==> src/hw/rtl/feistel16_cbc_cipher_core_macros.svh <==
// Assertion macros shared by the cipher core RTL files.
// Depends on nothing; files that assert include it by name.
`ifndef FEISTEL16_CBC_CIPHER_CORE_MACROS_SVH
`define FEISTEL16_CBC_CIPHER_CORE_MACROS_SVH
`ifndef NO_ASSERTIONS
// Clocked assertion that is switched off while reset is asserted.
`define FEI16_ASSERT(lbl, clk, rst_n, prop, msg) \
	lbl: assert property (@(posedge clk) disable iff (!rst_n) prop) else $error(msg);
// Clocked assertion that is checked in every cycle, reset included.
`define FEI16_ASSERT_ALWAYS(lbl, clk, prop, msg) \
	lbl: assert property (@(posedge clk) prop) else $error(msg);
`else
`define FEI16_ASSERT(lbl, clk, rst_n, prop, msg)
`define FEI16_ASSERT_ALWAYS(lbl, clk, prop, msg)
`endif
`endif

==> src/hw/rtl/fei16_pkg.sv <==
// Package of the Feistel CBC cipher core: widths, reset values, register
// indexes, shared structs and the round functions. Depends on nothing.
package fei16_pkg;

	localparam int BLK_W      = 16;
	localparam int KEY_W      = 64;
	localparam int NUM_ROUNDS = 8;
	localparam int APB_AW     = 5;
	localparam int APB_DW     = 64;
	localparam int FIFO_DEPTH = 4;
	localparam int FIFO_AW    = $clog2(FIFO_DEPTH);
	localparam int CNT_W      = FIFO_AW + 1;

	localparam logic [KEY_W-1:0] KEYS_RESET = 64'h054D_32C9_6347_170F;
	localparam logic [BLK_W-1:0] IV_RESET   = 16'h1234;

	typedef enum logic [1:0] {
		REG_KEYS = 2'd0,
		REG_IV   = 2'd1,
		REG_MODE = 2'd2
	} reg_idx_t;

	typedef struct packed {
		logic [KEY_W-1:0] keys;
		logic [BLK_W-1:0] iv;
		logic             decrypt;
	} cfg_t;

	typedef struct packed {
		logic [BLK_W-1:0] result_block;
		logic             is_iv;
		logic             last;
	} res_t;

	// Up to two results written into the result queue in one cycle.
	typedef struct packed {
		logic [1:0] n;
		res_t       d0;
		res_t       d1;
	} push_t;

	function automatic logic [7:0] key_byte(input logic [KEY_W-1:0] keys,
			input logic [2:0] r);
		return keys[8*r +: 8];
	endfunction

	function automatic logic [7:0] round_fn(input logic [7:0] h, input logic [7:0] k);
		logic [7:0] rot;
		rot = {h[6:0], h[7]};
		return (h ^ k) + rot;
	endfunction

	function automatic logic [BLK_W-1:0] enc_block(input logic [BLK_W-1:0] b,
			input logic [KEY_W-1:0] keys);
		logic [7:0] l;
		logic [7:0] r;
		logic [7:0] nr;
		l = b[15:8];
		r = b[7:0];
		for (int i = 0; i < NUM_ROUNDS; i++) begin
			nr = l ^ round_fn(r, key_byte(keys, 3'(i)));
			l  = r;
			r  = nr;
		end
		return {l, r};
	endfunction

	function automatic logic [BLK_W-1:0] dec_block(input logic [BLK_W-1:0] b,
			input logic [KEY_W-1:0] keys);
		logic [7:0] l;
		logic [7:0] r;
		logic [7:0] nl;
		l = b[15:8];
		r = b[7:0];
		for (int i = NUM_ROUNDS; i > 0; i--) begin
			nl = r ^ round_fn(l, key_byte(keys, 3'(i - 1)));
			r  = l;
			l  = nl;
		end
		return {l, r};
	endfunction

endpackage

==> src/hw/rtl/fei16_res_fifo.sv <==
// Small queue: takes up to two results a cycle, hands out one while ready.
// Depends on fei16_pkg and the assertion macro header.
`include "feistel16_cbc_cipher_core_macros.svh"
module fei16_res_fifo import fei16_pkg::*; (
	input  logic             clk,
	input  logic             arst_n,
	input  push_t            push,
	output logic [CNT_W-1:0] space,
	output logic             out_valid,
	input  logic             out_ready,
	output res_t             out_res
);

	res_t               mem [FIFO_DEPTH];
	logic [FIFO_AW-1:0] wr_ptr_q;
	logic [FIFO_AW-1:0] rd_ptr_q;
	logic [CNT_W-1:0]   count_q;
	logic               pop;

	assign space     = CNT_W'(FIFO_DEPTH) - count_q;
	assign out_valid = (count_q != '0);
	assign pop       = out_valid && out_ready;
	assign out_res   = mem[rd_ptr_q];

	always_ff @(posedge clk or negedge arst_n) begin
		if (!arst_n) begin
			wr_ptr_q <= '0;
			rd_ptr_q <= '0;
			count_q  <= '0;
		end else begin
			wr_ptr_q <= wr_ptr_q + FIFO_AW'(push.n);
			rd_ptr_q <= rd_ptr_q + FIFO_AW'(pop);
			count_q  <= count_q + CNT_W'(push.n) - CNT_W'(pop);
		end
	end

	always_ff @(posedge clk) begin
		if (push.n != 2'd0)
			mem[wr_ptr_q] <= push.d0;
		if (push.n == 2'd2)
			mem[wr_ptr_q + 1'b1] <= push.d1;
	end

	`FEI16_ASSERT(a_no_overflow, clk, arst_n, {1'b0, push.n} <= space, "results pushed beyond free space")
	`FEI16_ASSERT_ALWAYS(a_count_range, clk, count_q <= CNT_W'(FIFO_DEPTH), "queue count out of range")
	`FEI16_ASSERT(a_count_idle, clk, arst_n, (!pop && push.n == 2'd0) |=> $stable(count_q), "count moved without traffic")

endmodule

==> config.mk <==
export PLATFORM = sky130hd
export DESIGN_NAME = fei16_res_fifo
export DESIGN_NICKNAME = d
export VERILOG_FILES = /design/src/hw/rtl/fei16_pkg.sv /design/src/hw/rtl/fei16_res_fifo.sv
export VERILOG_INCLUDE_DIRS = /design/src /design/src/hw/rtl
export SDC_FILE = /design/constraint.sdc
export NUM_CORES = 1
export LEC_CHECK = 0
export ABC_AREA = 1
export BUFFER_PORTS_ARGS = -buffer_cell sky130_fd_sc_hd__buf_2
export CORE_MARGIN = 3
export CORE_UTILIZATION = 49
export CTS_BUF_LIST = sky130_fd_sc_hd__clkbuf_8 sky130_fd_sc_hd__clkbuf_16
export DETAILED_ROUTE_END_ITERATION = 16
export PLACE_DENSITY = 0.72
export SYNTH_ARGS = -nofsm -noshare
export SYNTH_HDL_FRONTEND = slang
export SYNTH_SLANG_ARGS = --single-unit
==> constraint.sdc <==
create_clock -name clk -period 2.1 [get_ports clk]
set_clock_uncertainty 0.15 [all_clocks]
set_input_delay 0.42 -clock clk [delete_from_list [all_inputs] [get_ports clk]]
set_output_delay 0.42 -clock clk [all_outputs]
set_load 0.005 [all_outputs]
==> out/qor.yml <==
grt.total_usage_pct: 22.8
r2r_start: "count_q[0]$_DFF_PN0_"
grt_pass1_vias: 3791
hold_viol_final: 0
fmax_mhz: 473
cap_violations: 0
drc: 0
cts_buffers: 9
r2r_cells: 8
portBuffers: 62
min_to: "mem[3][11]$_DFFE_PP_"
die_height_microns: 102
vias_per_cell: 5.17
synth_simple_gate_area_share_pct: 36.2
clock_tree.root_cell: "clkbuf_8"
min_from: "push[29]"
crit_path_max_fanout: 27
path_class: "reg -> out"
grt_overflow: 0
reg2reg_setup_slack_ns: 0.08
synth_top_family_by_area: "simple AND/OR/NAND/NOR gates"
fill_cells: 795
grt_max_degree: 28
hp-class: "in -> reg"
clk-insertion-delay-late_ns: 0.35
p_total_mw: 6.84
cp_top_family: "flip-flops"
setup_slack_ns: -0.0128
r2r_end: "count_q[1]$_DFF_PN0_"
worstSetupEndpointType: "output port"
synthAdderAreaFrac_pct: 1.82
relSlewSlack_pct: 61.7
place_area_sq_mm: 0.00501
holdPathStages: 3
area_growth_pct: 16.7
antenna_found_initial: 0
synth_nets: 615
avgRoutedWirePerCell_microns: 15.0
gp_congestion: 0.818
slowest_delay_ns: 0.47
ys_types: 20
cp_num_buf_inv: 2
power_density_mw_per_mm2: 1290
period_needed_ns: 2.11
start_util_pct: 51.2
worstPathRequired_ns: 1.53
htreeDepth: 3
vias: 3905
drtPass1Iterations: 5
syn_inst: 568
die_w_microns: 102
grt_pass1_wl_microns: 18300
drive_above_1_share_pct: 22.2
yosysSeqAreaShare_pct: 51.6
finish.instance_area_sq_mm: 0.00529
synth-warning-count: 0
clockBufferDepth: 2
synth_mux_area_share_pct: 0
synth-xor-area-share_pct: 0
core_sq_mm: 0.00885
antenna_left: 0
slew_viol_final: 0
timing.final.crit_share_pct: 101
start_kind: "register"
arrival_ns: 1.54
p_leak_nw: 2.70
path_cells: "buf_8 -> or2_2 -> nand3_1 -> nand2_1 -> buf_2"
avgSynthCellArea_sq_um: 7.98
cts_tree: "yes"
drt-total-wl_microns: 11300
dp_hpwl_microns: 7560
tightest_slew_ns: 0.573
ios: 63
die_area_sq_mm: 0.0104
drt_iter0_markers: 255
nets: 690
diodes: 0
yosys_register_bits: 79
num_rows: 34
setup_viol: 5
synth_compound_area_share_pct: 0.442
peakVddDrop_mv: 0.794
cts.reportedPaths.clkPinSlew_ns: 0.08
cts_sinks: 79
rsz0062_at_grt: "true"
cpMaxStageDelayCell: "dfrtp_2"
failed_checks: "setup timing"
synth_area_sq_mm: 0.00453
status: "finished, violations left"
==> worst register-to-register path, cell delays in order (launching register included) <==
cell,delay [ns]
dfrtp_1,0.38
inv_2,0.05
ha_1,0.19
ha_2,0.20
nor2_2,0.17
nand2_2,0.10
nand2_1,0.08
ha_2,0.18
fa_2,0.42
==> layout make-up <==
type	instances	area, sq um	share of cell area [%]
well taps	108	135	2.56
clock buffers	9	124	2.34
multi-input cells	391	1800	34.0
flip-flops and latches	79	2340	44.2
repair buffers	92	599	11.3
inverters	70	264	4.99
clock inverters	7	31.3	0.591
==> where the power goes <==
part	internal (mW)	total, mW	switching, mW
Combinational	1.32	3.33	2.01
Clock	0.407	0.942	0.536
Sequential	2.40	2.56	0.167
==> timing repair <==
action,4_1_cts,5_1_grt
setup buffers,0,0
gates cloned,1,0
hold buffers,1,0
endpoints found under the hold margin,7,0
pin swaps,0,1
gates resized for setup,6,21
setup endpoints to repair,9,20
==> per-layer routing <==
layer,global-route usage [%],routed length (microns)
met3,4.37,839
met5,0,0
met4,6.36,204
met1,29.1,4550
met2,39.8,5720
==> synthesized netlist by cell type <==
library cell | count | area share [%]
nand2_1 | 258 | 21
nand3_1 | 91 | 10
edfxtp_1 | 72 | 48
inv_1 | 67 | 5.6
or2_2 | 18 | 2.5
buf_4 | 8 | 1.3
buf_2 | 7 | 0.77
clkbuf_1 | 7 | 0.58
dfrtp_1 | 7 | 3.9
buf_6 | 6 | 1.5
nor2_1 | 6 | 0.50
ha_1 | 5 | 1.4
o21ai_0 | 4 | 0.44
nand2_2 | 3 | 0.41
nor2_4 | 3 | 0.75
clkinv_1 | 2 | 0.17
fa_1 | 1 | 0.44
inv_2 | 1 | 0.083
nand2_8 | 1 | 0.44
nand3b_1 | 1 | 0.17
==> cell usage in the layout (no fill, tap or decap) <==
cell             n
nand2_8          1
nand3_1         86
or2_2           13
fa_2             1
clkinvlp_4       1
ha_2             2
clkbuf_8         9
clkinv_1         5
edfxtp_1        72
buf_4           24
nand3_2          5
inv_1           66
nand2_1        255
buf_8            1
nor2_1           5
bufbuf_16        1
buf_6            1
dfrtp_1          6
buf_2           62
nor2_4           3
ha_1             3
dlygate4sd3_1    1
nand3b_1         1
or2_4            5
dfrtp_2          1
nor2_2           1
nand2_2          6
o21ai_0          4
clkinv_2         2
inv_2            3
buf_12           2
==> through the flow <==
stage                     TNS, ns  setup WS, ns  utilization (%)  cells  hold WS (ns)
after floorplan                 0         0.138                -    568       -0.0256
after global placement          0         0.121             56.6    738         0.119
after detailed placement        0        0.0252             56.6    738         0.124
after CTS                 -0.0666       -0.0220             59.1    756         0.222
after global routing        -1.11        -0.100             59.8    756         0.232
final                     -0.0330       -0.0128             59.8    756         0.228
==> cells by family (layout without fill, tap and decap cells) <==
| family | count (synthesis) | in the layout |
|---|---|---|
| simple gates | 381 | 381 |
| buf+inv | 98 | 178 |
| flops | 79 | 79 |
| fa+ha+maj | 6 | 6 |
| compound gates | 4 | 4 |
==> how the worst max path moves through the flow <==
stage / cells past startpoint / startpoint / to
3_3_place_gp: 11 / count_q[0]$_DFF_PN0_ / count_q[2]$_DFF_PN0_
6_report: 5 / rd_ptr_q[0]$_DFF_PN0_ / out_res[4]
2_1_floorplan: 11 / count_q[0]$_DFF_PN0_ / count_q[2]$_DFF_PN0_
5_1_grt: 5 / rd_ptr_q[0]$_DFF_PN0_ / out_res[3]
3_5_place_dp: 11 / count_q[0]$_DFF_PN0_ / count_q[2]$_DFF_PN0_
4_1_cts: 5 / rd_ptr_q[0]$_DFF_PN0_ / out_res[17]
==> flip-flops by register name, summed over array words and instances (netlist names) <==
name / count
rd_ptr_q: 2
mem: 72
wr_ptr_q: 2
count_q: 3
No activity file was read; power rests on OpenSTA's default activity.
