$ cat src/hw/rtl/feistel16_cbc_cipher_core_macros.svh
// Assertion macros shared by the cipher core RTL files.
// Depends on nothing; files that assert include it by name.
`ifndef FEISTEL16_CBC_CIPHER_CORE_MACROS_SVH
`define FEISTEL16_CBC_CIPHER_CORE_MACROS_SVH
`ifndef NO_ASSERTIONS
// Clocked assertion that is switched off while reset is asserted.
`define FEI16_ASSERT(lbl, clk, rst_n, prop, msg) \
	lbl: assert property (@(posedge clk) disable iff (!rst_n) prop) else $error(msg);
// Clocked assertion that is checked in every cycle, reset included.
`define FEI16_ASSERT_ALWAYS(lbl, clk, prop, msg) \
	lbl: assert property (@(posedge clk) prop) else $error(msg);
`else
`define FEI16_ASSERT(lbl, clk, rst_n, prop, msg)
`define FEI16_ASSERT_ALWAYS(lbl, clk, prop, msg)
`endif
`endif

$ cat src/hw/rtl/fei16_pkg.sv
// Package of the Feistel CBC cipher core: widths, reset values, register
// indexes, shared structs and the round functions. Depends on nothing.
package fei16_pkg;

	localparam int BLK_W      = 16;
	localparam int KEY_W      = 64;
	localparam int NUM_ROUNDS = 8;
	localparam int APB_AW     = 5;
	localparam int APB_DW     = 64;
	localparam int FIFO_DEPTH = 4;
	localparam int FIFO_AW    = $clog2(FIFO_DEPTH);
	localparam int CNT_W      = FIFO_AW + 1;

	localparam logic [KEY_W-1:0] KEYS_RESET = 64'h054D_32C9_6347_170F;
	localparam logic [BLK_W-1:0] IV_RESET   = 16'h1234;

	typedef enum logic [1:0] {
		REG_KEYS = 2'd0,
		REG_IV   = 2'd1,
		REG_MODE = 2'd2
	} reg_idx_t;

	typedef struct packed {
		logic [KEY_W-1:0] keys;
		logic [BLK_W-1:0] iv;
		logic             decrypt;
	} cfg_t;

	typedef struct packed {
		logic [BLK_W-1:0] result_block;
		logic             is_iv;
		logic             last;
	} res_t;

	// Up to two results written into the result queue in one cycle.
	typedef struct packed {
		logic [1:0] n;
		res_t       d0;
		res_t       d1;
	} push_t;

	function automatic logic [7:0] key_byte(input logic [KEY_W-1:0] keys,
			input logic [2:0] r);
		return keys[8*r +: 8];
	endfunction

	function automatic logic [7:0] round_fn(input logic [7:0] h, input logic [7:0] k);
		logic [7:0] rot;
		rot = {h[6:0], h[7]};
		return (h ^ k) + rot;
	endfunction

	function automatic logic [BLK_W-1:0] enc_block(input logic [BLK_W-1:0] b,
			input logic [KEY_W-1:0] keys);
		logic [7:0] l;
		logic [7:0] r;
		logic [7:0] nr;
		l = b[15:8];
		r = b[7:0];
		for (int i = 0; i < NUM_ROUNDS; i++) begin
			nr = l ^ round_fn(r, key_byte(keys, 3'(i)));
			l  = r;
			r  = nr;
		end
		return {l, r};
	endfunction

	function automatic logic [BLK_W-1:0] dec_block(input logic [BLK_W-1:0] b,
			input logic [KEY_W-1:0] keys);
		logic [7:0] l;
		logic [7:0] r;
		logic [7:0] nl;
		l = b[15:8];
		r = b[7:0];
		for (int i = NUM_ROUNDS; i > 0; i--) begin
			nl = r ^ round_fn(l, key_byte(keys, 3'(i - 1)));
			r  = l;
			l  = nl;
		end
		return {l, r};
	endfunction

endpackage

$ cat src/hw/rtl/fei16_datapath.sv
// Input register, eight-round Feistel logic and CBC chain register.
// Depends on fei16_pkg and the assertion macro header.
`include "feistel16_cbc_cipher_core_macros.svh"
module fei16_datapath import fei16_pkg::*; (
	input  logic             clk,
	input  logic             arst_n,
	input  cfg_t             cfg,
	input  logic             in_valid,
	output logic             in_ready,
	input  logic [BLK_W-1:0] in_data,
	input  logic             in_first,
	input  logic [CNT_W-1:0] space,
	output push_t            push
);

	logic             valid_s1;
	logic [BLK_W-1:0] data_s1;
	logic             first_s1;
	logic [BLK_W-1:0] chain_q;
	logic [BLK_W-1:0] chain_next;
	logic [BLK_W-1:0] ct;
	logic [BLK_W-1:0] pt;
	logic [1:0]       need;
	logic             fire;
	res_t             r0;
	res_t             r1;

	always_comb begin
		ct = enc_block(data_s1 ^ (first_s1 ? cfg.iv : chain_q), cfg.keys);
		pt = dec_block(data_s1, cfg.keys) ^ chain_q;
		r0 = '{result_block: ct, is_iv: 1'b0, last: 1'b1};
		r1 = '0;
		if (cfg.decrypt) begin
			chain_next = data_s1;
			need       = first_s1 ? 2'd0 : 2'd1;
			r0.result_block = pt;
		end else begin
			chain_next = ct;
			if (first_s1) begin
				need = 2'd2;
				r0   = '{result_block: cfg.iv, is_iv: 1'b1, last: 1'b0};
				r1   = '{result_block: ct, is_iv: 1'b0, last: 1'b1};
			end else begin
				need = 2'd1;
			end
		end
	end

	// The held block moves on once the queue has room for all its results.
	assign fire     = valid_s1 && ({1'b0, need} <= space);
	assign in_ready = !valid_s1 || fire;

	always_comb begin
		push.n  = fire ? need : 2'd0;
		push.d0 = r0;
		push.d1 = r1;
	end

	always_ff @(posedge clk or negedge arst_n) begin
		if (!arst_n) begin
			valid_s1 <= 1'b0;
			chain_q  <= IV_RESET;
		end else begin
			if (in_ready)
				valid_s1 <= in_valid;
			if (fire)
				chain_q <= chain_next;
		end
	end

	always_ff @(posedge clk) begin
		if (in_valid && in_ready) begin
			data_s1  <= in_data;
			first_s1 <= in_first;
		end
	end

	`FEI16_ASSERT(a_chain_hold, clk, arst_n, !fire |=> $stable(chain_q), "chain moved without a block")
	`FEI16_ASSERT(a_dec_first_silent, clk, arst_n, (fire && cfg.decrypt && first_s1) |-> (push.n == 2'd0), "decrypt message start produced a result")
	`FEI16_ASSERT(a_pair_order, clk, arst_n, (push.n == 2'd2) |-> (push.d0.is_iv && !push.d0.last && push.d1.last && !push.d1.is_iv), "IV and ciphertext pair malformed")

endmodule

$ cat config.mk
export PLATFORM = sky130hd
export DESIGN_NAME = fei16_datapath
export DESIGN_NICKNAME = d
export VERILOG_FILES = /design/src/hw/rtl/fei16_pkg.sv /design/src/hw/rtl/fei16_datapath.sv
export VERILOG_INCLUDE_DIRS = /design/src /design/src/hw/rtl
export SDC_FILE = /design/constraint.sdc
export NUM_CORES = 1
export LEC_CHECK = 0
export BUFFER_PORTS_ARGS = -buffer_cell sky130_fd_sc_hd__buf_2
export CORE_MARGIN = 4
export CORE_UTILIZATION = 60
export DETAILED_ROUTE_END_ITERATION = 7
export PLACE_DENSITY = 0.84
export SYNTH_ARGS = -nofsm -noshare
export SYNTH_HDL_FRONTEND = slang
export SYNTH_SLANG_ARGS = --single-unit
$ cat constraint.sdc
create_clock -name clk -period 35.1 [get_ports clk]
set_input_delay 7.02 -clock clk [delete_from_list [all_inputs] [get_ports clk]]
set_output_delay 7.02 -clock clk [all_outputs]
set_load 0.01 [all_outputs]
==> impl_metrics.yaml <==
grt:
  grt.total_usage_pct: 30.7
  grt_pass1_wl_um: 40200
  grt_pass1_vias: 7688
  overflow: 0
  antenna_found_initial: 0
  grt_max_degree: 60
die:
  io_pins: 143
  core_sq_um: 14600
  die_w_um: 130
  rows: 44
  die_y_um: 130
  start_util_pct: 61.7
  dieArea_sq_um: 17000
setup_path:
  r2r-end: "chain_q[7]$_DFFE_PN0P_"
  regToRegSetupSlack_ns: 17.44
  r2r-start: "first_s1$_DFFE_PP_"
  crit_path_frequent_cell: "xnor2_1"
  critical-path-max-stage-delay_ns: 0.56
  crit_start: "cfg[5]"
  cpLargestDelayFamily: "XOR/XNOR gates"
  cpMaxStageDelayCell: "or4_1"
  critPathBufInv: 3
  cp.required_ns: 28.08
  cp.arrival_ns: 23.57
  crit_fanout: 5
  reg2regPathDepth: 70
  crit_path_start_kind: "input pin"
  path_class: "input pin to primary output"
  endpoint: "push[27]"
  setup.worst_path.end_class: "primary output"
  worst-path-stages: 71
clock_tree:
  hold_buffers: 0
  cts-root-buf: "clkbuf_16"
  clock_sinks: 34
  htree_levels: 2
  cts-buffers-inserted: 5
  clk_pin_slew_ns: 0.05
  cts_resized: 0
  clk_latency_ns: 0.28
  post_cts_buffers: 0
  cts_tree: "done"
  clk_path_buf_depth: 2
sta:
  setup_slack_ns: 4.51
  worst_pin_slew_ns: 0.980
  finalCritPeriodShare_pct: 87.1
  hold_viol: 0
  slew_headroom_pct: 34.7
  setup_viol: 0
  fin_setup_tns_ns: 0
  rsz0062_at_grt: "no"
  slew_viol_final: 0
  fmax_ghz: 0.0327
  finClkSkew_ns: 0.00325
  fin_crit_ns: 30.59
logic_synthesis:
  syn_area_per_cell_sq_um: 8.69
  synthArstFlopShare_pct: 50.0
  synth_top_cell_area_share_pct: 23.9
  netlist_instances: 1035
  ys.flop_type: "edfxtp_1"
  synth.distinct_cells: 60
  synth.cell_area_sq_um: 9000
  synth_fp_nets: 1268
  synth-seq-cells: 34
  synth-edff-count: 17
  yosysTopAreaCell: "xnor2_1"
  synth_seq_area_share_pct: 10.5
  ys_warn_count: 0
  yosys-top-cells-area: "xnor2_1 24%, ha_1 16%, xor2_1 12%"
placed_design:
  routabilityCongestion: 0.978
  portBuffers: 141
  hpwlAfterDp_um: 22400
  place_ws_ns: 4.79
job:
  drv_cap: 0
status:
  status: "finished, final reports clean"
routing:
  totalWireLength_um: 26000
  drtIter0Drc: 578
  vias_per_cell: 5.76
  route.detailed.wl_per_inst_um: 19.2
  num_vias: 7791
  antenna_left: 0
  drt_first_pass_iters: 5
  drc: 0
final_layout:
  seq_area_sq_um: 942
  multi_input_area_sq_um: 7630
  area_growth_pct: 11.3
  num_antenna_cells: 0
  fin_nets: 1400
  layout-drive-gt1-share_pct: 14.8
  fillCellCount: 1197
hold_path:
  hold_class: "flip-flop to flip-flop"
## cells in the final DEF (no fill, tap or decap), types with 5 or more instances in the layout
cell type	instances
a211oi_1	9
a21o_1	40
a21oi_1	97
and2_1	8
and3_1	6
buf_2	141
clkbuf_16	5
dfrtp_1	12
dfstp_2	5
edfxtp_1	17
fa_1	15
ha_1	114
inv_1	89
mux2i_1	19
nand2_1	28
nand2b_1	8
nor2_1	47
nor3_1	5
o21ai_0	24
o21ai_1	6
o21bai_1	32
xnor2_1	246
xnor3_1	7
xor2_1	128
## worst reg2reg max path, delay by kind of cell, from the launching register on
kind                     cells  cell delay [ns]
AND/OR/NAND/NOR              5             1.04
AO/OA/AOI/OAI               26             4.67
multiplexers                 2             0.47
buffers and inverters        2             0.57
flip-flops                   1             0.61
XOR/XNOR                    24             6.32
adder cells (fa/ha/maj)     11             3.82
## stage by stage
stage / util (%) / hold slack [ns] / cells / instance area (sq um)
2_1_floorplan: - / 0.458 / 1035 / 9000
3_3_place_gp: 67.7 / 0.467 / 1344 / 9870
3_5_place_dp: 67.7 / 0.482 / 1344 / 9870
4_1_cts: 68.6 / 0.489 / 1352 / 10000
5_1_grt: 68.6 / 0.518 / 1352 / 10000
6_report: 68.6 / 0.491 / 1352 / 10000
## layer usage
layer	GRT usage (%)	up-vias	wire, um
li1	-	3746	-
met2	47.6	386	11200
met3	2.56	71	2150
met5	0	-	0
met4	15.1	0	1420
met1	43.0	3588	11100
## sequential cells by signal (all words and copies together) (netlist names)
name,count
chain_q,16
data_s1,16
first_s1,1
valid_s1,1
## synthesized netlist by cell type, types with 6 or more instances
cell type,number
xor2_1,128
nor2_1,47
xnor2_1,246
o21bai_1,32
o21ai_1,6
and3_1,6
o21ai_0,24
a21oi_1,97
clkbuf_1,16
a211oi_1,9
xnor3_1,7
mux2i_1,19
nand2_1,28
nand2b_1,8
and2_1,8
a21o_1,40
dfrtp_1,12
edfxtp_1,17
fa_1,15
inv_1,89
ha_1,114
## layout make-up
cell class | count | share of cell area [%]
multi-input cells | 891 | 76.2
flip-flops and latches | 34 | 9.41
repair buffers | 145 | 7.35
inverters | 90 | 3.37
well taps | 184 | 2.30
clock buffers | 6 | 1.29
clock inverters | 2 | 0.0875
## how the worst min path moves through the flow
stage	start	to	slack (ns)	depth (start not counted)
4_1_cts	chain_q[5]$_DFFE_PN1P_	chain_q[5]$_DFFE_PN1P_	0.49	2
5_1_grt	chain_q[12]$_DFFE_PN1P_	chain_q[12]$_DFFE_PN1P_	0.52	2
2_1_floorplan	chain_q[5]$_DFFE_PN1P_	chain_q[5]$_DFFE_PN1P_	0.46	2
3_3_place_gp	chain_q[5]$_DFFE_PN1P_	chain_q[5]$_DFFE_PN1P_	0.47	2
3_5_place_dp	chain_q[5]$_DFFE_PN1P_	chain_q[5]$_DFFE_PN1P_	0.48	2
6_report	chain_q[5]$_DFFE_PN1P_	chain_q[5]$_DFFE_PN1P_	0.49	2
## cell families after synthesis
family / after synthesis / share of synthesized area [%]
DFF: 34 / 10.5
xor gates and xnor gates: 391 / 40.5
other: 1 / 0.0417
adders and majority gates: 130 / 19.3
AOI/OAI and AO/OA: 231 / 16.1
buffers and inverters: 110 / 4.76
and+or+nand+nor: 114 / 5.95
muxes: 24 / 2.89
Power is left out: the tool's default activity adds up to more than one toggle a clock period on the data nets, which glitch-free logic cannot reach.
