### config.mk
export PLATFORM = sky130hd
export DESIGN_NAME = fei16_regs
export DESIGN_NICKNAME = d
export VERILOG_FILES = /design/src/hw/rtl/feistel16_cbc_cipher_core_macros.svh /design/src/hw/rtl/fei16_pkg.sv /design/src/hw/rtl/fei16_regs.sv
export SDC_FILE = /design/constraint.sdc
export NUM_CORES = 1
export LEC_CHECK = 0
export CORE_MARGIN = 5
export CORE_UTILIZATION = 40
export DETAILED_ROUTE_END_ITERATION = 10
export DONT_BUFFER_PORTS = 1
export PLACE_DENSITY = 0.64
export SLEW_MARGIN = 10
export SYNTH_ARGS = -nofsm -noshare
export SYNTH_HDL_FRONTEND = slang
export SYNTH_SLANG_ARGS = --single-unit
### constraint.sdc
create_clock -name clk -period 1.7 [get_ports clk]
set_clock_uncertainty 0.05 [all_clocks]
set_input_delay 0.255 -clock clk [delete_from_list [all_inputs] [get_ports clk]]
set_output_delay 0.255 -clock clk [all_outputs]
set_load 0.02 [all_outputs]
### src/hw/rtl/feistel16_cbc_cipher_core_macros.svh
// Assertion macros shared by the cipher core RTL files.
// Depends on nothing; files that assert include it by name.
`ifndef FEISTEL16_CBC_CIPHER_CORE_MACROS_SVH
`define FEISTEL16_CBC_CIPHER_CORE_MACROS_SVH
`ifndef NO_ASSERTIONS
// Clocked assertion that is switched off while reset is asserted.
`define FEI16_ASSERT(lbl, clk, rst_n, prop, msg) \
	lbl: assert property (@(posedge clk) disable iff (!rst_n) prop) else $error(msg);
// Clocked assertion that is checked in every cycle, reset included.
`define FEI16_ASSERT_ALWAYS(lbl, clk, prop, msg) \
	lbl: assert property (@(posedge clk) prop) else $error(msg);
`else
`define FEI16_ASSERT(lbl, clk, rst_n, prop, msg)
`define FEI16_ASSERT_ALWAYS(lbl, clk, prop, msg)
`endif
`endif

### src/hw/rtl/fei16_pkg.sv
// Package of the Feistel CBC cipher core: widths, reset values, register
// indexes, shared structs and the round functions. Depends on nothing.
package fei16_pkg;

	localparam int BLK_W      = 16;
	localparam int KEY_W      = 64;
	localparam int NUM_ROUNDS = 8;
	localparam int APB_AW     = 5;
	localparam int APB_DW     = 64;
	localparam int FIFO_DEPTH = 4;
	localparam int FIFO_AW    = $clog2(FIFO_DEPTH);
	localparam int CNT_W      = FIFO_AW + 1;

	localparam logic [KEY_W-1:0] KEYS_RESET = 64'h054D_32C9_6347_170F;
	localparam logic [BLK_W-1:0] IV_RESET   = 16'h1234;

	typedef enum logic [1:0] {
		REG_KEYS = 2'd0,
		REG_IV   = 2'd1,
		REG_MODE = 2'd2
	} reg_idx_t;

	typedef struct packed {
		logic [KEY_W-1:0] keys;
		logic [BLK_W-1:0] iv;
		logic             decrypt;
	} cfg_t;

	typedef struct packed {
		logic [BLK_W-1:0] result_block;
		logic             is_iv;
		logic             last;
	} res_t;

	// Up to two results written into the result queue in one cycle.
	typedef struct packed {
		logic [1:0] n;
		res_t       d0;
		res_t       d1;
	} push_t;

	function automatic logic [7:0] key_byte(input logic [KEY_W-1:0] keys,
			input logic [2:0] r);
		return keys[8*r +: 8];
	endfunction

	function automatic logic [7:0] round_fn(input logic [7:0] h, input logic [7:0] k);
		logic [7:0] rot;
		rot = {h[6:0], h[7]};
		return (h ^ k) + rot;
	endfunction

	function automatic logic [BLK_W-1:0] enc_block(input logic [BLK_W-1:0] b,
			input logic [KEY_W-1:0] keys);
		logic [7:0] l;
		logic [7:0] r;
		logic [7:0] nr;
		l = b[15:8];
		r = b[7:0];
		for (int i = 0; i < NUM_ROUNDS; i++) begin
			nr = l ^ round_fn(r, key_byte(keys, 3'(i)));
			l  = r;
			r  = nr;
		end
		return {l, r};
	endfunction

	function automatic logic [BLK_W-1:0] dec_block(input logic [BLK_W-1:0] b,
			input logic [KEY_W-1:0] keys);
		logic [7:0] l;
		logic [7:0] r;
		logic [7:0] nl;
		l = b[15:8];
		r = b[7:0];
		for (int i = NUM_ROUNDS; i > 0; i--) begin
			nl = r ^ round_fn(l, key_byte(keys, 3'(i - 1)));
			r  = l;
			l  = nl;
		end
		return {l, r};
	endfunction

endpackage

### src/hw/rtl/fei16_regs.sv
// APB configuration registers: round keys, IV and mode.
// Depends on fei16_pkg.
module fei16_regs import fei16_pkg::*; (
	input  logic              clk,
	input  logic              arst_n,
	input  logic              psel,
	input  logic              penable,
	input  logic              pwrite,
	input  logic [APB_AW-1:0] paddr,
	input  logic [APB_DW-1:0] pwdata,
	output logic [APB_DW-1:0] prdata,
	output cfg_t              cfg
);

	reg_idx_t idx;
	logic     wr_en;
	cfg_t     cfg_q;

	// Registers sit on 8-byte boundaries.
	assign idx   = reg_idx_t'(paddr[APB_AW-1:3]);
	assign wr_en = psel && penable && pwrite;
	assign cfg   = cfg_q;

	always_ff @(posedge clk or negedge arst_n) begin
		if (!arst_n) begin
			cfg_q.keys    <= KEYS_RESET;
			cfg_q.iv      <= IV_RESET;
			cfg_q.decrypt <= 1'b0;
		end else if (wr_en) begin
			case (idx)
				REG_KEYS: cfg_q.keys    <= pwdata;
				REG_IV:   cfg_q.iv      <= pwdata[BLK_W-1:0];
				REG_MODE: cfg_q.decrypt <= pwdata[0];
				default: ;
			endcase
		end
	end

	always_comb begin
		case (idx)
			REG_KEYS: prdata = cfg_q.keys;
			REG_IV:   prdata = {{(APB_DW-BLK_W){1'b0}}, cfg_q.iv};
			REG_MODE: prdata = {{(APB_DW-1){1'b0}}, cfg_q.decrypt};
			default:  prdata = '0;
		endcase
	end

endmodule

==> results of run 1 <==
## worst max path at each step
stage / from / to / slack (ns) / cells past startpoint
6_report: cfg[17] / prdata[0] / 0.03 / 3
5_1_grt: cfg[17] / prdata[0] / -0.05 / 3
4_1_cts: cfg[17] / prdata[0] / -0.0006 / 3
3_5_place_dp: pwrite / cfg[38] / 0.24 / 4
3_3_place_gp: pwrite / cfg[48] / 0.26 / 4
2_1_floorplan: paddr[3] / prdata[19] / 0.19 / 5
## logic make-up after synthesis
group | share of synthesized area (%)
DFF | 56.2
muxes | 29.1
AOI/OAI and AO/OA | 0.136
buffers and inverters | 3.09
and+or+nand+nor | 11.4
## metal layers
metal	GRT usage, %	vias up	part of all wire (%)	wire [um]
li1	-	1029	-	-
met1	18.2	1157	40	3610
met2	26.6	155	48	4350
met3	7.23	6	11	960
met4	4.26	0	0.85	76
met5	0	-	0	0
## area by class of cell
class,count,area [um^2]
Multi-Input combinational cell,167,1530
Timing Repair Buffer,71,718
Tap cell,111,139
Clock inverter,6,60.1
Clock buffer,10,128
Fill cell,755,4470
Sequential cell,81,2070
## worst max-delay path, cell delays in order (launching register included)
cell     delay, ns
dfstp_2       0.61
mux2i_1       0.10
o21ai_1       0.15
buf_4         0.16
## cells in the mapped netlist (4+ instances only)
cell type,number
dfstp_2,34
dfrtp_1,47
buf_2,4
buf_6,6
mux2_2,76
and2_1,48
mux2_1,5
mux2i_1,16
nor2_1,16
clkbuf_1,4
## stage by stage
stage / hold slack [ns] / TNS (ns) / instance area (um^2)
after floorplan: -0.0906 / 0 / 3680
after global placement: -0.0882 / 0 / 3790
after detailed placement: -0.0884 / 0 / 3790
after CTS: -0.474 / -0.000588 / 4580
after global routing: -0.492 / -0.0474 / 4640
final: -0.449 / 0 / 4640
## repair_timing
| action | in CTS | in global routing |
|---|---|---|
| pin swaps | 0 | 0 |
| hold buffers | 59 | 5 |
| setup endpoints to repair | 6 | 7 |
| setup buffers | 0 | 0 |
| endpoints found under the hold margin | 154 | 86 |
| resized for setup | 6 | 6 |
## power groups by stage
stage	logic [mW]	registers, mW	clock network (mW)
after global routing	1.09	3.62	1.51
after floorplan	0.785	3.40	0
after global placement	0.828	3.57	0
after detailed placement	0.856	3.57	0
after CTS	0.977	3.54	1.41
final	0.994	3.54	1.35
==> flow_metrics.py, run 1 <==
metrics = {
    "run_status": {
        "outcome": "finished with violations",
        "violations": "hold timing",
    },
    "clocking": {
        "clockBufferDepth": 2,
        "cts_root_buf": "clkbuf_8",
        "htreeDepth": 3,
        "clk_latency_ns": 0.33,
        "cts-buffers-inserted": 9,
        "cts.sinks": 81,
        "clk_pin_slew_worst_paths_ns": 0.09,
        "cts_tree": "yes",
    },
    "finish": {
        "final_cell_mix": "mux2_2, dlygate4sd3_1, and2_1, dfrtp_1, dfstp_2",
        "area_delta_synth_final_pct": 26.1,
        "n_antenna_cell": 0,
        "final_util_pct": 51.0,
        "final_common_cell": "mux2_2",
        "nNetsFinal": 404,
        "final_cells": 446,
        "drive_gt1_share_pct": 43.9,
        "largest_reg_flops": 81,
    },
    "logic_synthesis": {
        "ys_warn_count": 0,
        "syn_nets": 338,
        "synth.area.top_cells": "dfrtp_1, dfstp_2, mux2_2",
        "synth_top_area_share_pct": 32.0,
        "syn_area_per_cell_um2": 13.9,
        "async_reset_ff_share_pct": 100,
        "netlist_area_um2": 3680,
        "yosys.area.top_type": "dfrtp_1",
        "yosysSeqAreaShare_pct": 56.2,
        "synth_cells": 264,
        "yosysUniqueCellTypes": 18,
        "synth_edf_count": 0,
        "ys.flop_type": "dfrtp_1",
        "ys_ff_latch": 81,
    },
    "power": {
        "totalPowerFinal_mw": 5.88,
        "p_seq_share_pct": 60.1,
        "power_density_nw_per_um2": 1270,
        "net-switching-power_mw": 2.15,
        "irDropWorstVdd_uv": 559,
        "power.internal_mw": 3.74,
        "clockPowerShare_pct": 23.0,
        "swShare_pct": 36.5,
        "p_comb_share_pct": 16.9,
        "p_leak_nw": 1.94,
    },
    "timing": {
        "setup_viol": 0,
        "slew_viol_final": 0,
        "worst_slack_ns": 0.0298,
        "period_minus_slack_ns": 1.67,
        "relSlewSlack_pct": 74.1,
        "fmax_ghz": 0.599,
        "whs_ns": -0.449,
        "hold_violations": 81,
        "finalCritPeriodShare_pct": 98.2,
        "worstMarginPinSlew_ns": 0.386,
        "rsz0062_at_grt": "yes",
    },
    "floorplanning": {
        "dieArea_um2": 11200,
        "initial_core_util_pct": 40.4,
        "die_h_um": 106,
        "coreArea_um2": 9110,
        "num_rows": 35,
        "top_level_ports": 219,
        "dieWidth_um": 106,
    },
    "drt": {
        "first_pass_iters": 4,
        "dr_total_vias": 2347,
        "wl_mm": 8.99,
        "drcViolationCount": 0,
        "avgRoutedWirePerCell_um": 20.2,
        "ant_nets": 0,
        "first_iter_violations": 81,
        "via_per_inst": 5.26,
    },
    "worst_setup_path": {
        "rr_endpoint": "cfg[74]",
        "path_class": "reg -> out",
        "arrival_ns": 1.37,
        "cp-start-kind": "flop",
        "worstSetupEndpointType": "output port",
        "reg2reg_depth": 1,
        "reg2reg_from": "cfg[74]",
        "crit_fanout": 3,
        "worstPathRequired_ns": 1.39,
        "r2r_slack_ns": 0.74,
    },
    "placement": {
        "hpwl_mm": 5.92,
        "dp.cells": 366,
        "pre_cts_ws_ns": 0.242,
        "gp_congestion": 0.744,
        "io_buffers": 0,
    },
    "global_routing": {
        "antenna_found_initial": 0,
        "grt_pass1_vias": 2648,
        "globalRouteOverflowTotal": 0,
        "grt_usage_pct": 15.8,
        "grt_start_max_net_pins": 82,
        "grt_pass1_wl_mm": 14.0,
    },
    "min_path": {
        "hold_path.class": "in -> async",
    },
    "flow_run": {
        "drv_cap": 0,
    },
}
Note: power is estimated with default switching activity, not from simulation.
==> inputs of run 2 (changes only) <==
--- a/config.mk
+++ b/config.mk
@@ -9,6 +9,7 @@
 export CORE_UTILIZATION = 40
 export DETAILED_ROUTE_END_ITERATION = 10
 export DONT_BUFFER_PORTS = 1
+export GPL_TIMING_DRIVEN = 0
 export PLACE_DENSITY = 0.64
 export SLEW_MARGIN = 10
 export SYNTH_ARGS = -nofsm -noshare
==> run 2 against run 1 <==
The flow still finishes with violations (hold timing). Utilization is 0.87 points higher. Combinational power is 4% higher. Total power is 1.5% higher. Setup slack better by 0.022 ns. Routed wire length is 9.9% higher. Hold slack better by 0.0031 ns. Critical path depth is 1 higher. Clock power is 3% higher. Via count is 1.1% higher. First-iteration DRC count is 43% lower.
==> flow_metrics.py, run 2 (same netlist as run 1, synthesis figures left out) <==
metrics = {
    "run_status": {
        "outcome": "finished with violations",
        "violations": "hold timing",
    },
    "timing": {
        "finalCritPeriodShare_pct": 96.9,
        "setup_viol": 0,
        "finalSetupTns_ns": 0,
        "hold_violations": 81,
        "fmax_ghz": 0.607,
        "worstMarginPinSlew_ns": 0.659,
        "relSlewSlack_pct": 56.0,
        "whs_ns": -0.446,
        "slew_viol_final": 0,
        "period_minus_slack_ns": 1.65,
        "rsz0062_at_grt": "yes",
    },
    "clocking": {
        "clk_pin_slew_worst_paths_ns": 0.08,
        "clockBufferDepth": 2,
        "cts_tree": "yes",
        "cts-buffers-inserted": 9,
        "cts_root_buf": "clkbuf_8",
        "htreeDepth": 3,
        "clk_latency_ns": 0.33,
        "cts.sinks": 81,
    },
    "finish": {
        "design_area_um2": 4720,
        "area_delta_synth_final_pct": 28.2,
        "multi_input_area_um2": 1560,
        "n_antenna_cell": 0,
        "final_util_pct": 51.8,
        "largest_reg_flops": 81,
        "final_common_cell": "mux2_2",
        "drive_gt1_share_pct": 51.9,
        "nNetsFinal": 412,
        "final_cell_mix": "mux2_2, dlygate4sd3_1, dfrtp_1, dfstp_2, and2_1",
        "regArea_um2": 2070,
        "fillCellCount": 775,
    },
    "drt": {
        "first_iter_violations": 46,
        "ant_nets": 0,
        "first_pass_iters": 4,
        "drcViolationCount": 0,
        "avgRoutedWirePerCell_um": 21.8,
        "via_per_inst": 5.22,
        "wl_mm": 9.88,
        "dr_total_vias": 2372,
    },
    "worst_setup_path": {
        "path_class": "in -> out",
        "arrival_ns": 1.34,
        "worstPathRequired_ns": 1.39,
        "startpoint": "paddr[3]",
        "worstSetupEndpointType": "output port",
        "cp-start-kind": "input pin",
        "reg2reg_from": "cfg[37]",
        "crit_fanout": 10,
    },
    "placement": {
        "hpwl_mm": 6.72,
        "io_buffers": 0,
        "gp_congestion": 0.744,
        "place_area_um2": 3820,
    },
    "power": {
        "totalPowerFinal_mw": 5.97,
        "p_leak_nw": 1.99,
        "irDropWorstVdd_uv": 666,
        "p_seq_share_pct": 59.3,
        "power.internal_mw": 3.79,
        "net-switching-power_mw": 2.18,
        "p_comb_share_pct": 17.3,
        "swShare_pct": 36.6,
        "power_density_nw_per_um2": 1270,
        "clockPowerShare_pct": 23.3,
    },
    "floorplanning": {
        "num_rows": 35,
        "die_h_um": 106,
        "dieWidth_um": 106,
        "dieArea_um2": 11200,
        "top_level_ports": 219,
        "coreArea_um2": 9110,
        "initial_core_util_pct": 40.4,
    },
    "global_routing": {
        "grt_start_max_net_pins": 82,
        "grt_pass1_vias": 2582,
        "globalRouteOverflowTotal": 0,
        "grt_usage_pct": 16.7,
        "grt_pass1_wl_mm": 14.6,
        "antenna_found_initial": 0,
    },
    "flow_run": {
        "drv_cap": 0,
    },
    "min_path": {
        "hold_path.class": "in -> async",
    },
}
## run 2: changes by cell type in the layout (fill, tap and decap cells not counted), sizes merged
cell / previous run / this run
buf: 7 / 11
clkbuf: 10 / 16
clkinv: 3 / 2
dlygate4sd3: 64 / 63
## run 2: worst paths after layout
path | endpoint | slack (ns) | cells after the start
setup / recovery | prdata[15] | 0.05 | 4
hold / removal | cfg[40] | -0.45 | 0
setup reg to reg | cfg[37] | 0.74 | 1
hold reg to reg | cfg[39] | 0.63 | 1
max in group asynchronous | cfg[19] | 1.84 | 0
min in group clk | cfg[39] | 0.02 | 1
## run 2: layout make-up
class | instances | area share (%)
sequential | 81 | 43.8
multi-input combinational | 167 | 33.1
timing repair buffer | 63 | 13.4
clock buffer | 11 | 2.99
tap | 111 | 2.94
buffer | 16 | 2.62
clock inverter | 5 | 1.17
## run 2: critical path, stage by stage
cell and delay [ns]:
buf_2 0.29, clkbuf_4 0.33, mux2i_1 0.34, nor2_2 0.13
## run 2: repair_timing
action,in CTS,in global routing
hold buffers,49,14
endpoints found under the hold margin,136,96
setup buffers,0,0
setup endpoints to repair,35,42
gates resized for setup,22,21
## run 2: power by group through the flow
stage          clock network [mW]  registers, mW  logic (mW)
2_1_floorplan                   0           3.40       0.785
3_3_place_gp                    0           3.57       0.850
3_5_place_dp                    0           3.58       0.880
4_1_cts                      1.45           3.55       0.990
5_1_grt                      1.53           3.62        1.12
6_report                     1.39           3.54        1.03
## run 2: metrics by stage
step | std cells | hold WS (ns) | worst slack (ns)
after floorplan | 264 | -0.0906 | 0.194
after global placement | 375 | -0.0883 | -0.161
after detailed placement | 375 | -0.0885 | -0.204
after CTS | 440 | -0.472 | 0.000267
after global routing | 454 | -0.482 | -0.00626
final | 454 | -0.446 | 0.0520
## run 2: layer usage
| metal | global-route usage (%) | vias up | wire (um) |
|---|---|---|---|
| li1 | - | 1040 | - |
| met1 | 20.1 | 1169 | 3910 |
| met2 | 27.4 | 154 | 4810 |
| met3 | 7.65 | 9 | 1050 |
| met4 | 3.89 | 0 | 107 |
| met5 | 0 | - | 0 |
==> inputs of run 3 (changes only) <==
--- a/config.mk
+++ b/config.mk
@@ -10,6 +10,7 @@
 export DETAILED_ROUTE_END_ITERATION = 10
 export DONT_BUFFER_PORTS = 1
 export GPL_TIMING_DRIVEN = 0
+export MAX_ROUTING_LAYER = met4
 export PLACE_DENSITY = 0.64
 export SLEW_MARGIN = 10
 export SYNTH_ARGS = -nofsm -noshare
==> run 3 against run 2 <==
Routed wire length up 0.21%. The run still ends with hold timing left. Hold slack better by 0.0012 ns. Critical endpoint is now prdata[0]. Design area unchanged. Highest routed layer unchanged.
==> flow_metrics.py, run 3 (same netlist as run 1, synthesis figures left out) <==
metrics = {
    "run_status": {
        "outcome": "finished with violations",
        "violations": "hold timing",
    },
    "worst_setup_path": {
        "arrival_ns": 1.33,
        "cp-start-kind": "flop",
        "path_class": "reg -> out",
        "reg2reg_depth": 1,
        "critical_path.endpoint": "prdata[0]",
        "startpoint": "cfg[17]",
        "worstSetupEndpointType": "output port",
        "r2r_slack_ns": 0.73,
        "reg2reg_from": "cfg[37]",
        "crit_fanout": 3,
        "rr_endpoint": "cfg[37]",
        "worstPathRequired_ns": 1.39,
    },
    "finish": {
        "final_cell_mix": "mux2_2, dlygate4sd3_1, dfrtp_1, dfstp_2, and2_1",
        "drive_gt1_share_pct": 51.9,
        "nNetsFinal": 412,
        "largest_reg_flops": 81,
        "fillCellCount": 775,
        "final_common_cell": "mux2_2",
        "area_delta_synth_final_pct": 28.2,
        "final_cells": 454,
        "n_antenna_cell": 0,
    },
    "flow_run": {
        "drv_cap": 0,
    },
    "placement": {
        "gp_congestion": 0.753,
        "dp.cells": 375,
        "hpwl_mm": 6.72,
        "io_buffers": 0,
    },
    "drt": {
        "first_iter_violations": 51,
        "via_per_inst": 5.26,
        "drcViolationCount": 0,
        "wl_mm": 9.90,
        "first_pass_iters": 4,
        "ant_nets": 0,
        "avgRoutedWirePerCell_um": 21.8,
        "dr_total_vias": 2387,
    },
    "clocking": {
        "cts.sinks": 81,
        "cts_tree": "yes",
        "htreeDepth": 3,
        "clockBufferDepth": 2,
        "clk_latency_ns": 0.33,
        "clk_pin_slew_worst_paths_ns": 0.08,
        "cts_setup_buffers": 0,
        "cts-buffers-inserted": 9,
        "cts_root_buf": "clkbuf_8",
    },
    "power": {
        "irDropWorstVdd_uv": 666,
        "p_leak_nw": 1.99,
        "power_density_nw_per_um2": 1270,
        "totalPowerFinal_mw": 5.97,
    },
    "global_routing": {
        "grt_pass1_vias": 2576,
        "met1_usage_pct": 20.6,
        "grt_usage_pct": 17.1,
        "gr-usage-met3_pct": 6.62,
        "grt_start_max_net_pins": 82,
        "top_usage_layer": "met2",
        "use_met2_pct": 27.5,
        "antenna_found_initial": 0,
        "globalRouteOverflowTotal": 0,
        "grt_pass1_wl_mm": 14.6,
    },
    "floorplanning": {
        "dieWidth_um": 106,
        "coreArea_um2": 9110,
        "num_rows": 35,
        "dieArea_um2": 11200,
        "top_level_ports": 219,
        "die_h_um": 106,
        "initial_core_util_pct": 40.4,
    },
    "timing": {
        "period_minus_slack_ns": 1.63,
        "fmax_ghz": 0.613,
        "hold_violations": 81,
        "finalCritPeriodShare_pct": 96.0,
        "setup_viol": 0,
        "slew_viol_final": 0,
        "worstMarginPinSlew_ns": 0.658,
        "rsz0062_at_grt": "yes",
        "whs_ns": -0.445,
        "relSlewSlack_pct": 56.0,
    },
    "min_path": {
        "hold_path.class": "in -> async",
    },
}
run 3: cell counts in the layout (fill, tap and decap cells not counted):
Identical to the previous run, type by type.
run 3: what timing repair did:
| action | CTS | global route |
|---|---|---|
| hold buffers | 49 | 14 |
| hold endpoints to repair | 136 | 96 |
| gates resized for setup | 22 | 21 |
| pin swaps | 0 | 0 |
| setup endpoints to repair | 35 | 42 |
run 3: area by class of cell:
| class | count | area (um^2) | share of cell area (%) |
|---|---|---|---|
| buffer | 16 | 124 | 2.62 |
| clock buffer | 11 | 141 | 2.99 |
| clock inverter | 5 | 55.1 | 1.17 |
| multi-input combinational | 167 | 1560 | 33.1 |
| sequential | 81 | 2070 | 43.8 |
| tap | 111 | 139 | 2.94 |
| timing repair buffer | 63 | 631 | 13.4 |
run 3: worst max-delay path, cell delays in order, from the launching register on:
cell	delay [ns]
dfstp_2	0.62
mux2i_1	0.11
o21ai_2	0.26
run 3: per-layer routing:
| layer | vias up | routed length [um] | share of wire (%) |
|---|---|---|---|
| li1 | 1047 | - | - |
| met1 | 1180 | 3980 | 40 |
| met2 | 151 | 4850 | 49 |
| met3 | 9 | 974 | 9.8 |
| met4 | 0 | 105 | 1.1 |
| met5 | - | 0 | 0 |
run 3: worst min path at each step:
stage                     startpoint      end  depth (start not counted)
final                         arst_n  cfg[40]                          0
after global routing          arst_n  cfg[22]                          0
after CTS                     arst_n  cfg[40]                          0
after detailed placement      arst_n  cfg[60]                          0
after global placement        arst_n  cfg[60]                          0
after floorplan               arst_n   cfg[0]                          0
run 3: report_power, final:
group	internal [mW]	switching (mW)
Clock	0.715	0.681
Sequential	2.53	1.02
Combinational	0.547	0.488
Total	3.79	2.18
run 3: per-stage QoR:
stage / setup slack, ns / area, um^2 / utilization, % / TNS, ns
2_1_floorplan: 0.194 / 3680 / - / 0
5_1_grt: -0.00626 / 4720 / 51.8 / -0.0241
6_report: 0.0682 / 4720 / 51.8 / 0
3_5_place_dp: -0.204 / 3820 / 41.9 / -6.98
3_3_place_gp: -0.161 / 3820 / 41.9 / -3.49
4_1_cts: 0.000267 / 4540 / 49.9 / 0
